`src/prm_pkg.sv`:
```
// Shared constants and helpers for the pulse rate monitor.
// No dependencies; used by pulse_rate_monitor_with_alarm.
package prm_pkg;

    localparam int unsigned TICKS_PER_SECOND = 100;
    localparam int unsigned HISTORY_DEPTH    = 3;

    localparam int unsigned TICK_W  = 7;
    localparam int unsigned SEC_W   = 6;
    localparam int unsigned MIN_W   = 6;
    localparam int unsigned HOUR_W  = 5;
    localparam int unsigned COUNT_W = 8;
    localparam int unsigned RATE_W  = 12;
    localparam int unsigned SLOT_W  = 2;
    localparam int unsigned SUM_W   = 14;

    localparam logic [SEC_W-1:0]  SECS_PER_MIN  = 6'd60;
    localparam logic [MIN_W-1:0]  MINS_PER_HOUR = 6'd60;
    localparam logic [HOUR_W-1:0] HOURS_PER_DAY = 5'd24;

    localparam logic [SEC_W-1:0] FILL_BOTH_SEC = 6'd5;
    localparam logic [SEC_W-1:0] FILL_LAST_SEC = 6'd10;

    localparam logic [COUNT_W-1:0] COUNT_MAX      = 8'd255;
    localparam logic [COUNT_W-1:0] COUNT_ADJ_OVER = 8'd8;

    // Register indexes on the configuration port (byte address / 4)
    localparam logic [0:0] REG_MIN_BOUND = 1'b0;
    localparam logic [0:0] REG_MAX_BOUND = 1'b1;

    localparam logic [RATE_W-1:0] MIN_BOUND_RESET = 12'd30;
    localparam logic [RATE_W-1:0] MAX_BOUND_RESET = 12'd120;

    // floor(v/3) for v < 2^14 as (v * 21846) >> 16
    localparam logic [14:0] DIV3_RECIP = 15'd21846;
    localparam int unsigned DIV3_SHIFT = 16;

    // Seconds value is a multiple of five (0..59 range)
    function automatic logic is_report_second(input logic [SEC_W-1:0] sec);
        logic hit;
        case (sec) inside
            6'd0, 6'd5, 6'd10, 6'd15, 6'd20, 6'd25,
            6'd30, 6'd35, 6'd40, 6'd45, 6'd50, 6'd55: hit = 1'b1;
            default:                                 hit = 1'b0;
        endcase
        return hit;
    endfunction

    function automatic logic [RATE_W-1:0] div3(input logic [SUM_W-1:0] v);
        logic [SUM_W+15-1:0] prod;
        prod = (SUM_W+15)'(v) * (SUM_W+15)'(DIV3_RECIP);
        return prod[DIV3_SHIFT +: RATE_W];
    endfunction

endpackage

```
`src/pulse_rate_monitor_with_alarm.sv`:
```
// Pulse rate monitor top level: sample stream in, status stream out, APB config.
// Depends on prm_pkg (constants, seconds decode, divide-by-three helper).
//
// Usage
// - Input stream s_axis: one request per pulse-line sample. tdata[0] is the
//   sampled pulse level, tdata[1] flags a 10 ms timebase tick with the sample.
// - Output stream m_axis: exactly one result per accepted sample, in order.
//   It carries the LED, both alarms, a report strobe with the averaged BPM
//   (zero when no report) and the hours/minutes/seconds clock.
// - Latency: the result of a sample is presented on the cycle after it is
//   accepted. Throughput: one sample per cycle while m_axis is not stalled,
//   with a single update pass over the clock, edge counter and three-slot history.
// - Stall: s_axis_tready follows the output register; while a result waits
//   and m_axis_tready is low, no new sample is taken and state holds.
//   When the result is taken, the next sample is accepted in the same cycle.
// - Reset (synchronous, active low): clock, counters, history, alarms and
//   the output valid flag clear; min_bound returns to 30, max_bound to 120.
// - Config: registers min_bound at byte address 0, max_bound at 4. Write
//   only while idle. pready is tied high; reads return the 12-bit value.
module pulse_rate_monitor_with_alarm (
    input  logic        i_clk,
    input  logic        i_rst_n,
    // sample stream
    input  logic        s_axis_tvalid,
    output logic        s_axis_tready,
    input  logic [7:0]  s_axis_tdata,   // [0] pulse_level, [1] tick, [7:2] zero
    // result stream
    output logic        m_axis_tvalid,
    input  logic        m_axis_tready,
    output logic [39:0] m_axis_tdata,   // [0] pulse_led, [1] alarm_low, [2] alarm_high,
                                        // [3] report_valid, [15:4] average_bpm,
                                        // [20:16] clock_hours, [26:21] clock_minutes,
                                        // [32:27] clock_seconds, [39:33] zero
    // configuration
    input  logic        psel,
    input  logic        penable,
    input  logic        pwrite,
    input  logic [2:0]  paddr,
    input  logic [31:0] pwdata,
    output logic [31:0] prdata,
    output logic        pready
);

    localparam int unsigned TICK_W  = prm_pkg::TICK_W;
    localparam int unsigned SEC_W   = prm_pkg::SEC_W;
    localparam int unsigned MIN_W   = prm_pkg::MIN_W;
    localparam int unsigned HOUR_W  = prm_pkg::HOUR_W;
    localparam int unsigned COUNT_W = prm_pkg::COUNT_W;
    localparam int unsigned RATE_W  = prm_pkg::RATE_W;
    localparam int unsigned SLOT_W  = prm_pkg::SLOT_W;
    localparam int unsigned SUM_W   = prm_pkg::SUM_W;
    localparam int unsigned DEPTH   = prm_pkg::HISTORY_DEPTH;

    localparam logic [TICK_W-1:0] TICK_WRAP = TICK_W'(prm_pkg::TICKS_PER_SECOND);
    localparam logic [SLOT_W-1:0] SLOT_LAST = SLOT_W'(DEPTH - 1);

    // ---------------- configuration registers ----------------
    logic [RATE_W-1:0] r_min_bound;
    logic [RATE_W-1:0] r_max_bound;
    logic              cfg_write;

    assign pready    = 1'b1;
    assign cfg_write = psel && penable && pwrite && pready;

    always_ff @(posedge i_clk) begin
        if (!i_rst_n) begin
            r_min_bound <= prm_pkg::MIN_BOUND_RESET;
            r_max_bound <= prm_pkg::MAX_BOUND_RESET;
        end else if (cfg_write) begin
            unique case (paddr[2])
                prm_pkg::REG_MIN_BOUND: r_min_bound <= pwdata[RATE_W-1:0];
                prm_pkg::REG_MAX_BOUND: r_max_bound <= pwdata[RATE_W-1:0];
                default: ;
            endcase
        end
    end

    always_comb begin
        unique case (paddr[2])
            prm_pkg::REG_MIN_BOUND: prdata = 32'(r_min_bound);
            prm_pkg::REG_MAX_BOUND: prdata = 32'(r_max_bound);
            default:                prdata = '0;
        endcase
    end

    // ---------------- monitor state ----------------
    logic [TICK_W-1:0]  r_tick_count,  n_tick_count;
    logic [SEC_W-1:0]   r_sec_count,   n_sec_count;
    logic [MIN_W-1:0]   r_min_count,   n_min_count;
    logic [HOUR_W-1:0]  r_hour_count,  n_hour_count;
    logic               r_report_armed, n_report_armed;
    logic               r_prev_level,  n_prev_level;
    logic [COUNT_W-1:0] r_edge_count,  n_edge_count;
    logic [RATE_W-1:0]  r_hist [DEPTH];
    logic [RATE_W-1:0]  n_hist [DEPTH];
    logic [SLOT_W-1:0]  r_hist_slot,   n_hist_slot;
    logic               r_low_flag,    n_low_flag;
    logic               r_high_flag,   n_high_flag;

    // output register
    logic               r_out_valid;
    logic               r_out_led;
    logic               r_out_low;
    logic               r_out_high;
    logic               r_out_report;
    logic [SUM_W-1:0]   r_out_sum;
    logic [HOUR_W-1:0]  r_out_hours;
    logic [MIN_W-1:0]   r_out_minutes;
    logic [SEC_W-1:0]   r_out_seconds;

    logic               in_accept;
    logic               level;
    logic               tick;
    logic               fall;
    logic               report;
    logic [COUNT_W-1:0] count_adj;
    logic [COUNT_W-1:0] count_base;
    logic [RATE_W-1:0]  rate;
    logic [SLOT_W-1:0]  slot;
    logic [SUM_W-1:0]   n_sum;

    // take a new sample whenever the output register is free or draining
    assign s_axis_tready = !r_out_valid || m_axis_tready;
    assign in_accept     = s_axis_tvalid && s_axis_tready;
    assign level         = s_axis_tdata[0];
    assign tick          = s_axis_tdata[1];

    always_comb begin
        n_tick_count   = r_tick_count;
        n_sec_count    = r_sec_count;
        n_min_count    = r_min_count;
        n_hour_count   = r_hour_count;
        n_report_armed = r_report_armed;
        n_edge_count   = r_edge_count;
        n_hist         = r_hist;
        n_hist_slot    = r_hist_slot;
        n_low_flag     = r_low_flag;
        n_high_flag    = r_high_flag;
        n_prev_level   = level;
        n_sum          = '0;

        // advance the clock first; an edge in the same sample sees the result
        if (tick) begin
            n_tick_count = r_tick_count + TICK_W'(1);
            if (n_tick_count == TICK_WRAP) begin
                n_sec_count  = r_sec_count + SEC_W'(1);
                n_tick_count = '0;
            end
            if (n_sec_count == prm_pkg::SECS_PER_MIN) begin
                n_sec_count = '0;
                n_min_count = r_min_count + MIN_W'(1);
            end
            if (n_min_count == prm_pkg::MINS_PER_HOUR) begin
                n_min_count  = '0;
                n_hour_count = r_hour_count + HOUR_W'(1);
            end
            if (n_hour_count == prm_pkg::HOURS_PER_DAY) begin
                n_hour_count = '0;
            end
            if (prm_pkg::is_report_second(n_sec_count) && n_tick_count == '0) begin
                n_report_armed = 1'b1;
            end
        end

        // count falling edges, saturating
        fall = r_prev_level && !level;
        if (fall && r_edge_count != prm_pkg::COUNT_MAX) begin
            n_edge_count = r_edge_count + COUNT_W'(1);
        end
        report = fall && n_report_armed;

        // rate = (count - 1) * 12, one off first for counts above eight
        count_adj  = (n_edge_count > prm_pkg::COUNT_ADJ_OVER) ?
                     n_edge_count - COUNT_W'(1) : n_edge_count;
        count_base = count_adj - COUNT_W'(1);
        rate       = {1'b0, count_base, 3'b000} + {2'b00, count_base, 2'b00};
        slot       = (r_hist_slot > SLOT_LAST) ? '0 : r_hist_slot;

        if (report) begin
            n_hist[slot] = rate;

            if (rate < r_min_bound) begin
                n_low_flag = 1'b1;
            end else if (rate > r_max_bound) begin
                n_high_flag = 1'b1;
            end else if (r_low_flag) begin
                n_low_flag = 1'b0;
            end else if (r_high_flag) begin
                n_high_flag = 1'b0;
            end

            // seed the empty slots early in the run
            if (n_sec_count == prm_pkg::FILL_BOTH_SEC &&
                n_hist[1] == '0 && n_hist[2] == '0) begin
                n_hist[1] = rate;
                n_hist[2] = rate;
            end else if (n_sec_count == prm_pkg::FILL_LAST_SEC && n_hist[2] == '0) begin
                n_hist[2] = rate;
            end

            n_edge_count   = '0;
            n_report_armed = 1'b0;
            n_hist_slot    = (slot == SLOT_LAST) ? '0 : slot + SLOT_W'(1);
            n_sum          = SUM_W'(n_hist[0]) + SUM_W'(n_hist[1]) + SUM_W'(n_hist[2]);
        end
    end

    always_ff @(posedge i_clk) begin
        if (!i_rst_n) begin
            r_tick_count   <= '0;
            r_sec_count    <= '0;
            r_min_count    <= '0;
            r_hour_count   <= '0;
            r_report_armed <= 1'b0;
            r_prev_level   <= 1'b0;
            r_edge_count   <= '0;
            for (int k = 0; k < DEPTH; k++) begin
                r_hist[k] <= '0;
            end
            r_hist_slot    <= '0;
            r_low_flag     <= 1'b0;
            r_high_flag    <= 1'b0;
        end else if (in_accept) begin
            r_tick_count   <= n_tick_count;
            r_sec_count    <= n_sec_count;
            r_min_count    <= n_min_count;
            r_hour_count   <= n_hour_count;
            r_report_armed <= n_report_armed;
            r_prev_level   <= n_prev_level;
            r_edge_count   <= n_edge_count;
            r_hist         <= n_hist;
            r_hist_slot    <= n_hist_slot;
            r_low_flag     <= n_low_flag;
            r_high_flag    <= n_high_flag;
        end
    end

    // result register: load on accept, drop valid once taken
    always_ff @(posedge i_clk) begin
        if (!i_rst_n) begin
            r_out_valid <= 1'b0;
        end else if (in_accept) begin
            r_out_valid <= 1'b1;
        end else if (m_axis_tready) begin
            r_out_valid <= 1'b0;
        end
    end

    always_ff @(posedge i_clk) begin
        if (in_accept) begin
            r_out_led     <= level;
            r_out_low     <= n_low_flag;
            r_out_high    <= n_high_flag;
            r_out_report  <= report;
            r_out_sum     <= n_sum;
            r_out_hours   <= n_hour_count;
            r_out_minutes <= n_min_count;
            r_out_seconds <= n_sec_count;
        end
    end

    assign m_axis_tvalid = r_out_valid;
    assign m_axis_tdata  = {7'd0, r_out_seconds, r_out_minutes, r_out_hours,
                            prm_pkg::div3(r_out_sum), r_out_report,
                            r_out_high, r_out_low, r_out_led};

`ifndef ASSERT_OFF
    a_tick_range: assert property (@(posedge i_clk) disable iff (!i_rst_n)
        r_tick_count < TICK_WRAP)
        else $error("tick counter past one second");

    a_clock_range: assert property (@(posedge i_clk) disable iff (!i_rst_n)
        r_sec_count < prm_pkg::SECS_PER_MIN && r_min_count < prm_pkg::MINS_PER_HOUR &&
        r_hour_count < prm_pkg::HOURS_PER_DAY)
        else $error("clock field out of range");

    a_slot_range: assert property (@(posedge i_clk) disable iff (!i_rst_n)
        r_hist_slot <= SLOT_LAST)
        else $error("history slot out of range");

    a_report_clears: assert property (@(posedge i_clk) disable iff (!i_rst_n)
        in_accept && report |=> r_edge_count == '0 && !r_report_armed && r_out_report)
        else $error("report did not clear count and arm");

    a_avg_zero: assert property (@(posedge i_clk) disable iff (!i_rst_n)
        r_out_valid && !r_out_report |-> r_out_sum == '0)
        else $error("average present without report");
`endif

endmodule
```
`config.mk`:
```
export PLATFORM = sky130hd
export DESIGN_NAME = pulse_rate_monitor_with_alarm
export DESIGN_NICKNAME = d
export VERILOG_FILES = /design/src/prm_pkg.sv /design/src/pulse_rate_monitor_with_alarm.sv
export SDC_FILE = /design/constraint.sdc
export NUM_CORES = 1
export LEC_CHECK = 0
export ABC_CLOCK_PERIOD_IN_PS = 29300
export BUFFER_PORTS_ARGS = -buffer_cell sky130_fd_sc_hd__buf_2
export CAP_MARGIN = 30
export CORE_MARGIN = 3
export CORE_UTILIZATION = 30
export DETAILED_ROUTE_END_ITERATION = 8
export GPL_ROUTABILITY_DRIVEN = 0
export GPL_TIMING_DRIVEN = 0
export SLEW_MARGIN = 20
export SYNTH_ARGS = -nofsm -noshare
export SYNTH_HDL_FRONTEND = slang
export SYNTH_SLANG_ARGS = --single-unit
```
`constraint.sdc`:
```
create_clock -name i_clk -period 29.3 [get_ports i_clk]
set_input_delay 4.395 -clock i_clk [delete_from_list [all_inputs] [get_ports i_clk]]
set_output_delay 4.395 -clock i_clk [all_outputs]
set_load 0.03 [all_outputs]
```
==> results.txt <==
----------------------------------------------------
[Power and ir drop]
  Power per Cell Area ... 54.4 nW/um^2
  Sequential Power Share ... 25.6%
  Sw Share ... 40.4%
  Clk network pwr share ... 28.3%
  Leakage ... 6.19 nW
  Design internal power ... 0.456 mW
  Power Total ... 0.766 mW
  Maximum vdd drop ... 0.0000418 V
  Gate power share ... 46.1%
  Power dissipated by switching net loads ... 0.309 mW

[Synthesis]
  Share of flip-flops with an asynchronous set or reset after synthesis ... 0%
  Cell accounting for the most synthesized area ... dfxtp_1
  Syn Area/Cell ... 8.60 um^2
  Mapped cell area ... 12400 um^2
  Synthesized instance count ... 1437
  Area contributors post-synth ... dfxtp_1 16%, ha_1 14%, fa_1 11%
  Post-synthesis cell type count ... 83
  Number of enable flip-flop cells after synthesis ... 35
  Predominant post-synthesis flop cell ... dfxtp_1
  Most numerous cell in the Yosys netlist ... inv_1
  Sequential-to-total area share from yosys stat ... 24.5%
  Most numerous cell types in the synthesized netlist ... 179 x inv_1, 139 x ha_1, 137 x nand2_1
  Synthesis-stage register bit count ... 134
  Fraction of synthesized cell area taken by the top area cell type ... 16.0%
  Warnings, synthesis ... 0

[STA]
  Total count of hold-check failures in the final report ... 0
  Max-slew headroom at the worst pin ... 33.2%
  Slew at the pin closest to its max-slew limit ... 0.995 ns
  Min Hold Slack ... 0.455 ns
  Number of setup violations in the final report ... 0
  Unrepaired setup endpoints after global routing ... no
  Final period utilization ... 49.6%
  Final total negative setup slack ... 0 ns
  Final WS setup ... 14.77 ns
  Maximum operating frequency ... 0.0688 GHz
  Maximum clock skew at final layout ... 0.0107 ns
  Number of pins with negative max-slew slack in the final report ... 0
  Post-route minimum period ... 14.53 ns

[Run status]
  Outcome ... finished, final reports clean

[Layout]
  Cell area after layout ... 14100 um^2
  Fillcell total ... 4242
  Final Non-Filler Cells ... 2086
  Final nets ... 1808
  Post-route core utilization ... 35.0%
  Fraction of layout instances using a drive strength above 1 ... 11.9%
  Area grow syn2layout ... 13.8%
  # diodes ... 0

[CTS]
  Clock tree from TritonCTS ... built
  Worst skew pair latency ... 0.43 ns
  CTS max path bufs ... 2
  Setup repair bufs after CTS ... 0
  Clk sink count ... 134
  Num CTS Buffers ... 17
  # hold bufs at CTS ... 0
  Number of levels in the clock H-tree ... 4
  Clock transition at path regs ... 0.06 ns
  Post-CTS sizing ... 0
  Clock root buffer master ... clkbuf_16

[Die]
  Die footprint ... 43700 um^2
  Standard cell core area ... 40200 um^2
  Chip height ... 209 um
  # rows ... 73
  Number of placed I/O pins ... 125
  Chip Width ... 209 um
  Initial core utilization ... 30.8%

[Global routing]
  Antenna violations before repair ... 0
  Pin count of the biggest net entering global routing ... 45
  Global-route wire length before repair ... 53.7 mm
  Global routing usage summed across all routing layers ... 14.9%
  Vias in the first global route ... 10400
  Overflow after GRT ... 0

[Placed design]
  Worst slack at placement ... 14.45 ns
  Placed standard-cell area ... 13500 um^2
  Port Buf Inserts ... 66
  Post-DP HPWL ... 25.7 mm
  Cell total after placement ... 2054

[Worst setup path]
  Worst setup EP type ... flip-flop
  Cell type with the highest occurrence count on the critical path ... a21oi_1
  Critical Path Start ... s_axis_tdata[0]
  Slowest stage cell, crit path ... nor2_1
  Maximum cell stage delay along the critical path ... 0.75 ns
  Reg2reg start ... r_edge_count[0]$_SDFFE_PN0P_
  WS Path Type ... in -> reg
  Startpoint types ... primary input
  Crit-path max FO ... 10
  Arrival time of data at the critical path endpoint ... 14.67 ns
  Required arrival time at the worst endpoint ... 29.45 ns

[Run]
  Max-cap violation count ... 0

[Drt]
  Wire per inst ... 15.6 um
  Number of remaining DRC errors ... 0
  Drt total wl ... 32.5 mm
  Post-detailed-route count of antenna-violating nets ... 0
  DRT Pass-1 Iters ... 5
  Total number of vias ... 10400
  DRT iter0 DRCs ... 571
  Routed vias/inst ... 4.99

[Hold path]
  Min-delay src ... r_min_bound[5]$_SDFFE_PN0P_
  Hold WC Path Type ... reg -> reg

----------------------------------------------------
## cell families after synthesis
| group | share of synthesized area, % |
|---|---|
| AOI/OAI and AO/OA | 17.2 |
| xor gates and xnor gates | 4.18 |
| adders and majority gates | 25.4 |
| buffers and inverters | 9.66 |
| DFF | 24.5 |
| muxes | 3.69 |
| other | 0.0607 |
| and+or+nand+nor | 15.2 |
## area by class of cell
class                           count  area [um^2]  share of cell area, %
Clock buffer                       22          507                   3.60
Buffer                             99          523                   3.72
Inverter                          180          676                   4.80
Timing Repair Buffer               67          338                   2.40
Multi-Input combinational cell   1050         8250                   58.6
Sequential cell                   134         3030                   21.6
Clock inverter                      9         86.3                  0.614
Tap cell                          525          657                   4.67
## worst max-delay path, delay by kind of cell
family	cells	cell delay (ns)
compound gates	18	4.39
simple gates	8	2.88
fa+ha+maj	5	1.65
buf+inv	4	0.75
xor+xnor	2	0.57
## power groups by stage
stage	registers, mW	clock network, mW	logic (mW)
2_1_floorplan	0.202	0	0.264
3_3_place_gp	0.200	0	0.351
3_5_place_dp	0.200	0	0.355
4_1_cts	0.196	0.221	0.358
5_1_grt	0.197	0.228	0.399
6_report	0.196	0.217	0.353
## path summary, 6_finish.rpt
kind	slack, ns	cells after the start	to
min	0.45	2	r_min_bound[5]$_SDFFE_PN0P_
min reg2reg	0.45	2	r_min_bound[5]$_SDFFE_PN0P_
max reg2reg	18.09	37	r_out_sum[12]$_SDFFCE_PN0P_
max	14.77	37	r_out_sum[12]$_SDFFCE_PN0P_
## metal layers
layer | track usage (%) | part of all wire (%) | vias up
met5 | 0 | 0 | -
met4 | 4.36 | 1.9 | 0
met3 | 1.94 | 4.1 | 46
met2 | 26.1 | 48 | 231
met1 | 19.3 | 46 | 4985
li1 | - | - | 5154
## flip-flops by register name (all words and copies together), names as in the netlist
register	cells
m_axis_tvalid	1
r_edge_count	8
r_high_flag	1
r_hist	36
r_hist_slot	2
r_hour_count	5
r_low_flag	1
r_max_bound	12
r_min_bound	12
r_min_count	6
r_out_high	1
r_out_hours	5
r_out_led	1
r_out_low	1
r_out_minutes	6
r_out_report	1
r_out_seconds	6
r_out_sum	14
r_prev_level	1
r_report_armed	1
r_sec_count	6
r_tick_count	7
## cells in the final DEF, fill, tap and decap left out, drive strengths merged, types with 43 or more instances in the layout
cell type  netlist  final
fa              70     70
o21ai           54     54
nor2           100    100
ha             139    139
clkbuf          52     74
dfxtp           99     99
inv            180    183
nand2          137    137
buf             47    114
a21oi           92     92
xnor2           43     43
Note: power is estimated with default switching activity, not from simulation.
